## src/rtl/dqvs_pkg.sv

```systemverilog
`timescale 1ns / 1ps

package dqvs_pkg;

    // Queue geometry
    localparam int DEPTH = 16;
    localparam int IDX_W = $clog2(DEPTH);
    localparam int CNT_W = $clog2(DEPTH + 1);

    // Word field widths
    localparam int CMD_W   = 3;
    localparam int DATA_W  = 32;
    localparam int STAT_W  = 2;
    localparam int POS_W   = 5;

    localparam logic [IDX_W:0]   DEPTH_X = (IDX_W + 1)'(DEPTH);
    localparam logic [IDX_W-1:0] LAST_IDX = IDX_W'(DEPTH - 1);
    localparam logic [CNT_W-1:0] DEPTH_C = CNT_W'(DEPTH);

    // Command codes
    localparam logic [CMD_W-1:0] CMD_PUSH_BACK  = 3'd0;
    localparam logic [CMD_W-1:0] CMD_PUSH_FRONT = 3'd1;
    localparam logic [CMD_W-1:0] CMD_POP_FRONT  = 3'd2;
    localparam logic [CMD_W-1:0] CMD_FIND       = 3'd3;
    localparam logic [CMD_W-1:0] CMD_CLEAR      = 3'd4;

    // Result status codes
    typedef enum logic [STAT_W-1:0] {
        ST_OK      = 2'd0,
        ST_FULL    = 2'd1,
        ST_EMPTY   = 2'd2,
        ST_MISSING = 2'd3
    } status_t;

    // Sequencer states
    typedef enum logic [1:0] {
        S_IDLE,
        S_POP,
        S_SCAN
    } state_t;

    // Ring index a + b, with a, b below DEPTH
    function automatic logic [IDX_W-1:0] ring_add(input logic [IDX_W-1:0] a,
                                                  input logic [IDX_W-1:0] b);
        logic [IDX_W:0] s;
        s = {1'b0, a} + {1'b0, b};
        if (s >= DEPTH_X)
        begin
            s = s - DEPTH_X;
        end
        return s[IDX_W-1:0];
    endfunction

    // Ring index a - 1
    function automatic logic [IDX_W-1:0] ring_dec(input logic [IDX_W-1:0] a);
        logic [IDX_W-1:0] r;
        if (a == '0)
        begin
            r = LAST_IDX;
        end
        else
        begin
            r = a - IDX_W'(1);
        end
        return r;
    endfunction

endpackage

```

## src/rtl/dqvs_if.sv

```systemverilog
`timescale 1ns / 1ps

// Command channel
interface dqvs_req_if;
    import dqvs_pkg::*;

    logic                     valid;
    logic                     ready;
    logic [CMD_W-1:0]         command;
    logic signed [DATA_W-1:0] value;

    modport source (output valid, output command, output value, input ready);
    modport sink   (input valid, input command, input value, output ready);
endinterface

// Result channel
interface dqvs_rsp_if;
    import dqvs_pkg::*;

    logic                     valid;
    logic                     ready;
    logic [STAT_W-1:0]        status;
    logic signed [DATA_W-1:0] popped_value;
    logic [POS_W-1:0]         found_position;
    logic [POS_W-1:0]         entry_count;

    modport source (output valid, output status, output popped_value,
                    output found_position, output entry_count, input ready);
    modport sink   (input valid, input status, input popped_value,
                    input found_position, input entry_count, output ready);
endinterface

```

## src/rtl/deque_with_value_search_top.sv

```systemverilog
`timescale 1ns / 1ps

// Bounded double-ended queue of 32-bit words in a ring of DEPTH entries.
// request carries a command and a value: push back, push front, pop front,
// find first equal entry, or clear. response returns one word per command:
// status, popped value, 1-based found position and the count afterwards.
// Path from acceptance to a valid response word:
//   push, clear, unused codes, full/empty rejects: the response register
//   pop: one registered read of the entry store, then the response register
//   find: one entry compared per cycle while the response register is free
// Throughput is one command at a time; the single read port of the entry
// store, walked by the scan counter, sets the find time.
// request.ready is high only while the sequencer is idle and the response
// register is empty or being taken. If the receiver stalls, the response
// word holds and the next command waits in the sender.
// Reset empties the queue (front and count to zero); store contents are
// left as they are and are never read before being written.
module deque_with_value_search_top (
    input  logic            clk,
    input  logic            rst_n,
    dqvs_req_if.sink        request,
    dqvs_rsp_if.source      response
);
    import dqvs_pkg::*;

    // Entry store
    logic [DATA_W-1:0] mem [DEPTH];

    state_t             state_reg, state_next;
    logic [IDX_W-1:0]   front_reg, front_next;
    logic [CNT_W-1:0]   occ_reg, occ_next;
    logic [IDX_W-1:0]   idx_reg, idx_next;
    logic [IDX_W-1:0]   cur_reg, cur_next;
    logic [DATA_W-1:0]  val_reg, val_next;
    logic [DATA_W-1:0]  rd_data_reg;

    logic               ovalid_reg;
    status_t            status_reg;
    logic [DATA_W-1:0]  popped_reg;
    logic [POS_W-1:0]   found_reg;
    logic [POS_W-1:0]   count_reg;

    logic               accept, out_free, is_full, is_empty, match, last;
    logic [CNT_W-1:0]   idx_plus;
    logic [IDX_W-1:0]   rd_addr, wr_addr;
    logic               wr_en;
    logic               res_load;
    status_t            res_status;
    logic [DATA_W-1:0]  res_popped;
    logic [POS_W-1:0]   res_found;

    // Handshake and flags
    assign out_free      = !ovalid_reg || response.ready;
    assign request.ready = (state_reg == S_IDLE) && out_free;
    assign accept        = request.valid && request.ready;
    assign is_full       = (occ_reg == DEPTH_C);
    assign is_empty      = (occ_reg == '0);
    assign match         = (rd_data_reg == val_reg);
    assign idx_plus      = CNT_W'(idx_reg) + CNT_W'(1);
    assign last          = (idx_plus == occ_reg);

    // Next state
    always_comb
    begin
        state_next = state_reg;
        unique case (state_reg)
            S_IDLE:
            begin
                if (accept && !is_empty && request.command == CMD_POP_FRONT)
                begin
                    state_next = S_POP;
                end
                else if (accept && !is_empty && request.command == CMD_FIND)
                begin
                    state_next = S_SCAN;
                end
            end
            S_POP:
            begin
                if (out_free)
                begin
                    state_next = S_IDLE;
                end
            end
            S_SCAN:
            begin
                if (out_free && (match || last))
                begin
                    state_next = S_IDLE;
                end
            end
            default: state_next = S_IDLE;
        endcase
    end

    // Datapath and result
    always_comb
    begin
        front_next = front_reg;
        occ_next   = occ_reg;
        idx_next   = idx_reg;
        cur_next   = cur_reg;
        val_next   = val_reg;
        rd_addr    = cur_reg;
        wr_addr    = front_reg;
        wr_en      = 1'b0;
        res_load   = 1'b0;
        res_status = ST_OK;
        res_popped = '0;
        res_found  = '0;
        unique case (state_reg)
            S_IDLE:
            begin
                rd_addr = front_reg;
                if (accept)
                begin
                    val_next = request.value;
                    cur_next = front_reg;
                    idx_next = '0;
                    unique case (request.command)
                        CMD_PUSH_BACK:
                        begin
                            res_load = 1'b1;
                            if (is_full)
                            begin
                                res_status = ST_FULL;
                            end
                            else
                            begin
                                wr_en    = 1'b1;
                                wr_addr  = ring_add(front_reg, occ_reg[IDX_W-1:0]);
                                occ_next = occ_reg + CNT_W'(1);
                            end
                        end
                        CMD_PUSH_FRONT:
                        begin
                            res_load = 1'b1;
                            if (is_full)
                            begin
                                res_status = ST_FULL;
                            end
                            else
                            begin
                                wr_en      = 1'b1;
                                wr_addr    = ring_dec(front_reg);
                                front_next = ring_dec(front_reg);
                                occ_next   = occ_reg + CNT_W'(1);
                            end
                        end
                        CMD_POP_FRONT:
                        begin
                            if (is_empty)
                            begin
                                res_load   = 1'b1;
                                res_status = ST_EMPTY;
                            end
                        end
                        CMD_FIND:
                        begin
                            if (is_empty)
                            begin
                                res_load   = 1'b1;
                                res_status = ST_MISSING;
                            end
                        end
                        CMD_CLEAR:
                        begin
                            res_load   = 1'b1;
                            front_next = '0;
                            occ_next   = '0;
                        end
                        default: res_load = 1'b1;
                    endcase
                end
            end
            S_POP:
            begin
                if (out_free)
                begin
                    res_load   = 1'b1;
                    res_popped = rd_data_reg;
                    front_next = ring_add(front_reg, IDX_W'(1));
                    occ_next   = occ_reg - CNT_W'(1);
                end
            end
            S_SCAN:
            begin
                if (out_free)
                begin
                    if (match)
                    begin
                        res_load  = 1'b1;
                        res_found = POS_W'(idx_plus);
                    end
                    else if (last)
                    begin
                        res_load   = 1'b1;
                        res_status = ST_MISSING;
                    end
                    else
                    begin
                        idx_next = idx_reg + IDX_W'(1);
                        cur_next = ring_add(cur_reg, IDX_W'(1));
                        rd_addr  = ring_add(cur_reg, IDX_W'(1));
                    end
                end
            end
            default: rd_addr = cur_reg;
        endcase
    end

    // Control registers
    always_ff @(posedge clk or negedge rst_n)
    begin
        if (!rst_n)
        begin
            state_reg  <= S_IDLE;
            front_reg  <= '0;
            occ_reg    <= '0;
            ovalid_reg <= 1'b0;
        end
        else
        begin
            state_reg <= state_next;
            front_reg <= front_next;
            occ_reg   <= occ_next;
            if (res_load)
            begin
                ovalid_reg <= 1'b1;
            end
            else if (response.ready)
            begin
                ovalid_reg <= 1'b0;
            end
        end
    end

    // Payload registers
    always_ff @(posedge clk)
    begin
        idx_reg <= idx_next;
        cur_reg <= cur_next;
        val_reg <= val_next;
        if (res_load)
        begin
            status_reg <= res_status;
            popped_reg <= res_popped;
            found_reg  <= res_found;
            count_reg  <= POS_W'(occ_next);
        end
    end

    // Entry store: one write port, one registered read port
    always_ff @(posedge clk)
    begin
        if (wr_en)
        begin
            mem[wr_addr] <= val_next;
        end
        rd_data_reg <= mem[rd_addr];
    end

    // Response port
    assign response.valid          = ovalid_reg;
    assign response.status         = status_reg;
    assign response.popped_value   = popped_reg;
    assign response.found_position = found_reg;
    assign response.entry_count    = count_reg;

endmodule

```

## src/flat_wrapper.sv

```systemverilog
// flat-port wrapper written by rule: the top's interface ports become plain ports
module deque_with_value_search_top_flat import dqvs_pkg::*;
  (clk, rst_n, request_valid, request_command, request_value, request_ready, response_valid, response_status, response_popped_value, response_found_position, response_entry_count, response_ready);
  dqvs_req_if request_i ();
  dqvs_rsp_if response_i ();
  input  logic clk;
  input  logic rst_n;
  input wire logic [$bits(request_i.valid)-1:0] request_valid;
  input wire logic [$bits(request_i.command)-1:0] request_command;
  input wire logic [$bits(request_i.value)-1:0] request_value;
  output wire logic [$bits(request_i.ready)-1:0] request_ready;
  output wire logic [$bits(response_i.valid)-1:0] response_valid;
  output wire logic [$bits(response_i.status)-1:0] response_status;
  output wire logic [$bits(response_i.popped_value)-1:0] response_popped_value;
  output wire logic [$bits(response_i.found_position)-1:0] response_found_position;
  output wire logic [$bits(response_i.entry_count)-1:0] response_entry_count;
  input wire logic [$bits(response_i.ready)-1:0] response_ready;
  assign request_i.valid = request_valid;
  assign request_i.command = request_command;
  assign request_i.value = request_value;
  assign request_ready = request_i.ready;
  assign response_valid = response_i.valid;
  assign response_status = response_i.status;
  assign response_popped_value = response_i.popped_value;
  assign response_found_position = response_i.found_position;
  assign response_entry_count = response_i.entry_count;
  assign response_i.ready = response_ready;
  deque_with_value_search_top u_core (.clk(clk), .rst_n(rst_n), .request(request_i), .response(response_i));
endmodule
```

## config.mk

```make
export PLATFORM = sky130hd
export DESIGN_NAME = deque_with_value_search_top_flat
export DESIGN_NICKNAME = d
export VERILOG_FILES = /design/src/rtl/dqvs_pkg.sv /design/src/rtl/dqvs_if.sv /design/src/rtl/deque_with_value_search_top.sv /design/src/flat_wrapper.sv
export SDC_FILE = /design/constraint.sdc
export NUM_CORES = 1
export LEC_CHECK = 0
export BUFFER_PORTS_ARGS = -buffer_cell sky130_fd_sc_hd__clkbuf_2
export CAP_MARGIN = 10
export CELL_PAD_IN_SITES_DETAIL_PLACEMENT = 0
export CELL_PAD_IN_SITES_GLOBAL_PLACEMENT = 1
export CORE_ASPECT_RATIO = 0.7
export CORE_MARGIN = 4
export CORE_UTILIZATION = 51
export DETAILED_ROUTE_END_ITERATION = 8
export GPL_ROUTABILITY_DRIVEN = 0
export PLACE_DENSITY_LB_ADDON = 0.2
export RECOVER_POWER = 50
export SYNTH_ARGS = -nofsm -noshare
export SYNTH_HDL_FRONTEND = slang
export SYNTH_SLANG_ARGS = --single-unit
```

## constraint.sdc

```tcl
create_clock -name clk -period 6.31 [get_ports clk]
set_input_delay 0.9465 -clock clk [delete_from_list [all_inputs] [get_ports clk]]
set_output_delay 0.9465 -clock clk [all_outputs]
set_load 0.05 [all_outputs]
```

==> results.py, run 1 <==
metrics = {
    "floorplanning": {
        "io_pins": 85,
        "chipHeight_um": 195,
        "num_rows": 68,
        "core_mm2": 0.0494,
        "start_util_pct": 51.8,
        "die_x_um": 276,
        "dieArea_mm2": 0.0539,
    },
    "setup_path": {
        "crit_family": "simple AND/OR/NAND/NOR gates",
        "r2r-start": "u_core.state_reg[1]",
        "worstReg2RegEnd": "u_core.mem[14][8]",
        "critical-path-slowest-cell": "clkbuf_1",
        "crit_buf_inv": 1,
        "cp_common_cell": "nand2_1",
        "cp.required_ps": 6620,
        "r2r.worst_path.cells": 6,
        "crit_chain": "or2_0, nor2_1, nand2_2, clkbuf_1, nand2_1, nand2_1",
        "criticalPathCategory": "register to register",
        "reg2reg_slack_ps": 1080,
        "critPathLaunchType": "register",
        "setup.worst_path.end_class": "register",
        "cp.arrival_ps": 5530,
        "cpPeakStageDelay_ps": 1950,
        "critPathMaxFanout": 38,
    },
    "synth": {
        "synthCells": 1930,
        "yosysUniqueCellTypes": 62,
        "mappedNetlistNets": 1980,
        "synth_warnings": 0,
        "synthTopCellsByCount": "edfxtp_1 (564), nand2_1 (414), a21oi_1 (259)",
        "ys_seq_area_share_pct": 72.3,
        "synth_top_area_cell": "edfxtp_1",
        "ys_ff_latch": 640,
        "yosysMostFrequentCell": "edfxtp_1",
        "syn_area_mm2": 0.0256,
        "async_flop_share_pct": 1.88,
        "syn_avg_cell_area_um2": 13.3,
        "synth_area_leaders": "edfxtp_1 (66%), nand2_1 (6.1%), a21oi_1 (5.1%)",
        "synth_ff_type": "edfxtp_1",
        "synth_edf_count": 564,
        "yosysTopAreaCellShare_pct": 66.2,
    },
    "hold_path": {
        "min_path_type": "primary input to asynchronous set/reset pin",
    },
    "timing": {
        "worst_slack_ps": 1080,
        "setup_tns_ps": 0,
        "relSlewSlack_pct": -111,
        "hold_viol": 0,
        "fmax_ghz": 0.191,
        "slew_violations": 78,
        "fin_crit_sh_pct": 82.8,
        "min_period_ps": 5230,
        "setup_viol": 0,
        "clock_skew_ps": 22.8,
        "worst_pin_slew_ps": 3150,
        "hold_ws_ps": 371,
        "grt_setup_unrepaired": "false",
    },
    "detailed_routing": {
        "drt_iter0_markers": 1893,
        "vias_per_cell": 5.98,
        "drc": 0,
        "via_count": 16100,
        "drt-wirelength-per-cell_um": 24.9,
        "ant_nets": 0,
        "dr.pass1.iters": 5,
        "finalWirelength_mm": 67.1,
    },
    "outcome": {
        "violations": "capacitance limit, slew limit",
        "status": "finished, violations left",
    },
    "cells_and_area": {
        "post-route-util_pct": 57.7,
        "syn2layout_area_growth_pct": 11.5,
        "antenna_cells": 0,
        "multi_input_area_mm2": 0.00656,
        "fillers": 3970,
        "regArea_mm2": 0.0185,
        "max_flop_register": "u_core.mem",
        "nets": 2028,
        "largest_reg_flops": 512,
        "drive_gt1_share_pct": 10.4,
    },
    "place": {
        "place_worst_setup_slack_ps": 1760,
        "dp_hpwl_mm": 38.2,
        "port_buffers": 84,
    },
    "cts": {
        "cts_root_buf": "clkbuf_16",
        "cts_made_buffers": 58,
        "clk_latency_ps": 610,
        "postCtsHoldBufs": 0,
        "cts_buffer_depth": 3,
        "ctsHtreeMaxLevel": 2,
        "cts.sinks": 640,
        "cts_tree": "built",
        "ctsResizeCount": 0,
        "post_cts_buffers": 0,
        "clk_pin_slew_ps": 70,
    },
    "power": {
        "p_leak_nw": 9.73,
        "ir_worst_vdd_mv": 0.644,
        "powerDensity_mw_per_mm2": 598,
    },
    "global_route": {
        "track_usage_pct": 24.6,
        "grt_max_degree": 137,
        "grt_overflow": 0,
        "antenna_found_initial": 2,
        "grt_pass1_vias": 15100,
        "grt_pass1_wl_mm": 99.1,
    },
    "flow_run": {
        "drv_cap": 2,
    },
}
==> metrics by stage <==
step,std cells,cell area [µm²],total power [mW]
6_report,2693,28500,17.1
5_1_grt,2693,28500,18.0
4_1_cts,2693,28600,17.1
3_5_place_dp,2583,26700,13.5
3_3_place_gp,2583,26700,13.4
2_1_floorplan,1930,25600,11.3
==> logic make-up after synthesis <==
logic type / Yosys count / synth area share (%)
flip-flops: 640 / 72.3
AND/OR/NAND/NOR: 565 / 9.22
AO/OA/AOI/OAI: 519 / 13.1
buffers and inverters: 136 / 2.67
XOR/XNOR: 47 / 1.61
multiplexers: 12 / 0.494
adder cells (fa/ha/maj): 11 / 0.567
==> area by class of cell <==
| class | count | area share, % |
|---|---|---|
| Timing Repair Buffer | 117 | 2.35 |
| Clock inverter | 39 | 1.48 |
| Tap cell | 665 | 2.91 |
| Inverter | 7 | 0.0920 |
| Clock buffer | 71 | 5.33 |
| Multi-Input combinational cell | 1154 | 23.0 |
| Sequential cell | 640 | 64.9 |
==> how the worst max path moves through the flow <==
stage / slack, ps / startpoint / endpoint / depth (start not counted)
global route: 740 / u_core.state_reg[1] / u_core.front_reg[2] / 5
global placement: 1750 / response_ready / u_core.mem[4][0] / 9
CTS: 1800 / u_core.state_reg[1] / u_core.mem[4][1] / 10
detailed placement: 1760 / response_ready / u_core.mem[2][2] / 9
finish: 1080 / u_core.state_reg[1] / u_core.mem[14][8] / 6
floorplan: 450 / response_ready / u_core.mem[1][0] / 10
==> power breakdown <==
group | internal (mW) | leakage [nW] | switching (mW)
registers | 5.68 | 5.84 | 0.373
clock network | 2.05 | 0.941 | 1.56
logic | 2.20 | 2.95 | 5.20
==> placed cells by master (no fill, tap or decap), types with 12 or more instances in the layout <==
cell type    n
a22o_1      32
a22oi_1    121
dfrtp_1     12
clkinv_1    12
clkbuf_2    38
a21oi_1    259
nand3_1     15
and2_0      28
nand2_1    413
o21ai_0     23
xor2_1      38
o211ai_1    29
dfxtp_1     64
nor2_1      37
buf_4       27
clkbuf_1    59
clkbuf_16   59
edfxtp_1   564
==> per-layer routing <==
metal	global-route usage (%)	vias to the layer above	part of all wire, %
met5	0	-	0
li1	-	7257	-
met3	4.20	75	7.5
met1	38.7	8154	47
met2	36.3	628	44
met4	5.07	0	1.7
Note: power is estimated with default switching activity, not from simulation.
==> run 2, diff against run 1 <==
- ABC_AREA: not set -> 1
- CORE_UTILIZATION: 51 -> 50
- clock period: 6.31 -> 4.99 ns (I/O delays scaled with it)
==> run 2 against run 1 <==
  * Via count up 19%
  * Total power up 25%
  * The run still ends with capacitance limit, slew limit left
  * Routed wire length up 12%
  * Combinational power up 20%
==> results.py, run 2 <==
metrics = {
    "outcome": {
        "status": "finished, violations left",
        "violations": "capacitance limit, slew limit",
    },
    "cells_and_area": {
        "nets": 2784,
        "layout_commonest_cell": "nand3_1",
        "syn2layout_area_growth_pct": 12.5,
        "final_area_mm2": 0.0313,
        "max_flop_register": "u_core.mem",
        "fillers": 4696,
        "drive_gt1_share_pct": 7.51,
        "fin_cells": 3525,
        "layout_common_cells": "nand3_1 (591), nand2_1 (575), edfxtp_1 (564)",
        "post-route-util_pct": 56.8,
        "largest_reg_flops": 512,
    },
    "setup_path": {
        "criticalPathCategory": "register to register",
        "cp.arrival_ps": 4770,
        "critPathMaxFanout": 77,
        "cp.required_ps": 5500,
        "worstReg2RegEnd": "u_core.rd_data_reg[7]",
        "setup.worst_path.end_class": "register",
        "reg2reg_slack_ps": 730,
        "r2r-start": "u_core.idx_reg[0]",
        "r2r.worst_path.cells": 16,
        "critPathLaunchType": "register",
    },
    "cts": {
        "clk_latency_ps": 640,
        "ctsHtreeMaxLevel": 2,
        "clk_pin_slew_ps": 70,
        "cts.sinks": 640,
        "postCtsHoldBufs": 0,
        "post_cts_buffers": 0,
        "cts_made_buffers": 60,
        "ctsResizeCount": 0,
        "cts_tree": "built",
        "cts_root_buf": "clkbuf_16",
        "cts_buffer_depth": 3,
    },
    "synth": {
        "synth.area.mux_share_pct": 0,
        "yosysMostFrequentCell": "nand3_1",
        "synth_top_area_cell": "edfxtp_1",
        "mappedNetlistNets": 2722,
        "synth_warnings": 0,
        "synth_fa_ha_area_share_pct": 0.521,
        "async_flop_share_pct": 1.88,
        "synth_compound_area_share_pct": 1.53,
        "synth_area_leaders": "edfxtp_1 (61%), nand3_1 (11%), nand2_1 (7.8%)",
        "synth_edf_count": 564,
        "synthSimpleGateAreaFrac_pct": 22.1,
        "synth_top_family_by_area": "simple AND/OR/NAND/NOR gates",
        "synth_xor_area_share_pct": 1.07,
        "yosysUniqueCellTypes": 40,
        "ys_ff_latch": 640,
        "synthTopCellsByCount": "nand3_1 (591), nand2_1 (577), edfxtp_1 (564)",
        "synthCells": 2672,
        "synth_ff_type": "edfxtp_1",
        "syn_avg_cell_area_um2": 10.4,
        "ys_seq_area_share_pct": 66.5,
        "yosysTopAreaCellShare_pct": 60.8,
        "syn_area_mm2": 0.0278,
    },
    "timing": {
        "min_period_ps": 4260,
        "grt_setup_unrepaired": "false",
        "relSlewSlack_pct": -2.75,
        "setup_viol": 0,
        "hold_viol": 0,
        "clock_skew_ps": 24.1,
        "fin_crit_sh_pct": 85.3,
        "fmax_ghz": 0.235,
        "worst_pin_slew_ps": 1540,
        "setup_tns_ps": 0,
        "worst_slack_ps": 731,
        "slew_violations": 45,
        "hold_ws_ps": 177,
    },
    "power": {
        "p_clk_share_pct": 23.3,
        "p_leak_nw": 12.9,
        "powerDensity_mw_per_mm2": 680,
        "p_comb_share_pct": 41.6,
        "power_switching_mw": 8.94,
        "swShare_pct": 42.0,
        "power_mw": 21.3,
        "pwr-share-seq_pct": 35.1,
        "cellInternalPower_mw": 12.4,
        "ir_worst_vdd_mv": 0.508,
    },
    "detailed_routing": {
        "drc": 0,
        "ant_nets": 0,
        "finalWirelength_mm": 75.5,
        "via_count": 19200,
        "dr.pass1.iters": 6,
        "vias_per_cell": 5.46,
        "drt-wirelength-per-cell_um": 21.4,
        "drt_iter0_markers": 2481,
    },
    "place": {
        "post_dp_cell_area_mm2": 0.0293,
        "place_worst_setup_slack_ps": 979,
        "dp.cells": 3411,
        "port_buffers": 84,
        "dp_hpwl_mm": 43.3,
    },
    "floorplanning": {
        "core_mm2": 0.0551,
        "die_x_um": 290,
        "io_pins": 85,
        "dieArea_mm2": 0.0596,
        "start_util_pct": 50.5,
        "num_rows": 72,
        "chipHeight_um": 205,
    },
    "hold_path": {
        "min_path_type": "primary input to asynchronous set/reset pin",
    },
    "global_route": {
        "grt_pass1_wl_mm": 114,
        "track_usage_pct": 25.1,
        "grt_pass1_vias": 18200,
        "grt_overflow": 0,
        "antenna_found_initial": 1,
        "grt_max_degree": 129,
    },
    "flow_run": {
        "drv_cap": 1,
    },
}
run 2: how the worst max path moves through the flow:
stage | from | end | slack, ps | cells after the start
after floorplan | response_ready | u_core.mem[0][0] | 670 | 8
after global placement | response_ready | u_core.rd_data_reg[28] | 1030 | 15
after detailed placement | response_ready | u_core.rd_data_reg[7] | 980 | 12
after CTS | u_core.val_reg[16] | u_core.rd_data_reg[7] | 990 | 15
after global routing | u_core.occ_reg[1] | u_core.mem[2][23] | 420 | 14
final | u_core.idx_reg[0] | u_core.rd_data_reg[7] | 730 | 16
run 2: layout make-up:
cell class	instances	area (µm²)	area share [%]
sequential	640	18500	59.2
multi-input combinational	1472	7200	23.0
clock buffer	78	1630	5.21
inverter	418	1570	5.01
timing repair buffer	142	957	3.06
tap	740	926	2.96
clock inverter	34	505	1.61
antenna	1	2.50	0.00799
run 2: power groups by stage:
stage | combinational [mW] | sequential, mW | clock [mW]
floorplan | 5.67 | 7.78 | 0
global placement | 8.75 | 7.56 | 0
detailed placement | 8.82 | 7.57 | 0
CTS | 8.86 | 7.46 | 5.03
global route | 9.72 | 7.53 | 5.26
finish | 8.86 | 7.48 | 4.96
run 2: worst max-delay path, cell delays in order (launching register included):
cell      delay [ps]
edfxtp_1         490
ha_1             290
xnor2_1          310
inv_1             70
nand2_1           60
nand2_1           50
nor2_1           250
nand2_2          130
nand4_1          130
nand3_1          210
nand2_8          390
buf_4            800
nand3_1          160
nand3_1          140
nand3_1          270
nand3_1          180
nand2_1           70
run 2: logic make-up after synthesis:
kind of cell	after synthesis
and+or+nand+nor	1356
adders and majority gates	11
buffers and inverters	560
xor gates and xnor gates	33
DFF	640
AOI/OAI and AO/OA	72
run 2: routing by layer:
layer	vias to the layer above	GRT usage (%)	share of wire [%]
met4	0	5.51	1.7
met5	-	0	0
li1	9039	-	-
met2	851	36.5	42
met3	94	4.87	9.8
met1	9265	39.2	46
==> run 3, diff against run 2 <==
- CORE_MARGIN: 4 -> not set
==> run 3 against run 2 <==
  * Non-clock buffer count down 9
  * Die area decreased by 4.9%
  * Clock power is 5.0% lower
  * Final cell count decreased by 0.54%
  * Sequential share of layout area increased by 0.40 points
  * Count of clock-buffer cells in the layout grew 2
  * Critical endpoint is now u_core.mem[4][23]
  * The flow now finishes without violations
  * Total power is 3.9% lower
==> results.py, run 3 (synthesized netlist as in run 2, its figures left out) <==
metrics = {
    "hold_path": {
        "worstHoldStart": "request_command[0]",
        "min_delay_path_depth": 3,
        "hold_end": "u_core.state_reg[1]",
        "min_path_type": "primary input to register",
    },
    "flow_run": {
        "drv_cap": 0,
    },
    "floorplanning": {
        "start_util_pct": 51.2,
        "io_pins": 85,
        "core_mm2": 0.0544,
        "dieArea_mm2": 0.0566,
        "chipHeight_um": 199,
        "die_x_um": 284,
        "num_rows": 71,
    },
    "setup_path": {
        "reg2reg_slack_ps": 660,
        "critPathMaxFanout": 15,
        "r2r.worst_path.cells": 10,
        "startpoint": "u_core.state_reg[0]",
        "worstReg2RegEnd": "u_core.mem[4][23]",
        "criticalPathCategory": "register to register",
        "cp.arrival_ps": 4560,
        "setup.worst_path.end_class": "register",
        "r2r-start": "u_core.state_reg[0]",
        "cp.required_ps": 5220,
        "critPathLaunchType": "register",
    },
    "timing": {
        "fin_crit_sh_pct": 86.7,
        "hold_viol": 0,
        "hold_ws_ps": 439,
        "min_period_ps": 4330,
        "clock_skew_ps": 28.7,
        "worst_pin_slew_ps": 1380,
        "setup_viol": 0,
        "setup_tns_ps": 0,
        "relSlewSlack_pct": 8.26,
        "fmax_ghz": 0.231,
        "slew_violations": 0,
        "grt_setup_unrepaired": "false",
    },
    "power": {
        "power_mw": 20.5,
        "swShare_pct": 41.2,
        "cellInternalPower_mw": 12.0,
        "p_clk_share_pct": 23.0,
        "pwr-share-seq_pct": 36.4,
        "powerDensity_mw_per_mm2": 659,
        "p_comb_share_pct": 40.6,
        "ir_worst_vdd_mv": 0.602,
        "power_switching_mw": 8.44,
        "p_leak_nw": 12.8,
    },
    "detailed_routing": {
        "ant_nets": 0,
        "drt_iter0_markers": 1710,
        "drt-wirelength-per-cell_um": 20.3,
        "finalWirelength_mm": 71.0,
        "dr.pass1.iters": 5,
        "vias_per_cell": 5.43,
        "drc": 0,
        "via_count": 19000,
    },
    "cells_and_area": {
        "fillers": 4687,
        "fin_cells": 3506,
        "max_flop_register": "u_core.mem",
        "largest_reg_flops": 512,
        "antenna_cells": 0,
        "layout_commonest_cell": "nand3_1",
        "layout_common_cells": "nand3_1 (591), nand2_1 (576), edfxtp_1 (564)",
        "nets": 2775,
        "drive_gt1_share_pct": 7.20,
        "syn2layout_area_growth_pct": 11.7,
    },
    "global_route": {
        "track_usage_pct": 25.5,
        "grt_overflow": 0,
        "grt_max_degree": 187,
        "grt_pass1_wl_mm": 110,
        "grt_pass1_vias": 18200,
        "antenna_found_initial": 1,
    },
    "cts": {
        "postCtsHoldBufs": 1,
        "cts.sinks": 640,
        "ctsResizeCount": 0,
        "ctsHtreeMaxLevel": 2,
        "post_cts_buffers": 0,
        "cts_tree": "built",
        "cts_made_buffers": 60,
        "clk_latency_ps": 640,
        "cts_buffer_depth": 3,
        "clk_pin_slew_ps": 70,
        "cts_root_buf": "clkbuf_16",
    },
    "place": {
        "dp_hpwl_mm": 38.4,
        "port_buffers": 84,
        "dp.cells": 3392,
    },
    "outcome": {
        "status": "completed",
    },
}
-- run 3: how the worst max path moves through the flow --
stage               slack [ps]  cells past startpoint                endpoint
finish                     660                     10       u_core.mem[4][23]
global route               310                     10       u_core.mem[0][17]
CTS                        860                     17  u_core.rd_data_reg[24]
detailed placement         830                      9       u_core.mem[3][16]
global placement           900                      9       u_core.mem[3][16]
floorplan                  670                      8        u_core.mem[0][0]
-- run 3: final cells by class --
cell class	count	area, µm²	share of cell area (%)
Multi-Input combinational cell	1472	7200	23.2
Inverter	418	1570	5.05
Timing Repair Buffer	133	867	2.79
Sequential cell	640	18500	59.6
Clock buffer	80	1690	5.43
Clock inverter	33	334	1.07
Tap cell	730	913	2.94
-- run 3: metrics by stage --
stage / instance area (µm²) / utilization [%] / setup slack, ps
2_1_floorplan: 27800 / - / 674
3_3_place_gp: 29200 / 53.6 / 897
3_5_place_dp: 29200 / 53.7 / 826
4_1_cts: 31200 / 57.4 / 863
5_1_grt: 31100 / 57.2 / 305
6_report: 31100 / 57.2 / 665
-- run 3: critical path, stage by stage (launching register included) --
cell	delay, ps
dfrtp_1	510
nor2_1	210
inv_1	160
nor2_1	150
nand2_1	410
nor2_1	540
nand3_1	130
o21ai_0	190
nand2_1	320
nor2_1	260
clkbuf_1	1030
-- run 3: layer usage --
metal / vias to the layer above / wire length (µm) / track usage [%]
met1: 9258 / 32700 / 37.6
met2: 698 / 32200 / 40.4
met4: 0 / 1090 / 5.48
met5: - / 0 / 0
li1: 9014 / - / -
met3: 79 / 5020 / 3.41
-- run 3: power groups by stage --
stage / Combinational, mW / Clock (mW) / Sequential, mW
global placement: 8.25 / 0 / 7.55
floorplan: 5.67 / 0 / 7.78
finish: 8.31 / 4.71 / 7.46
global route: 9.22 / 4.97 / 7.51
CTS: 8.37 / 4.77 / 7.45
detailed placement: 8.33 / 0 / 7.56
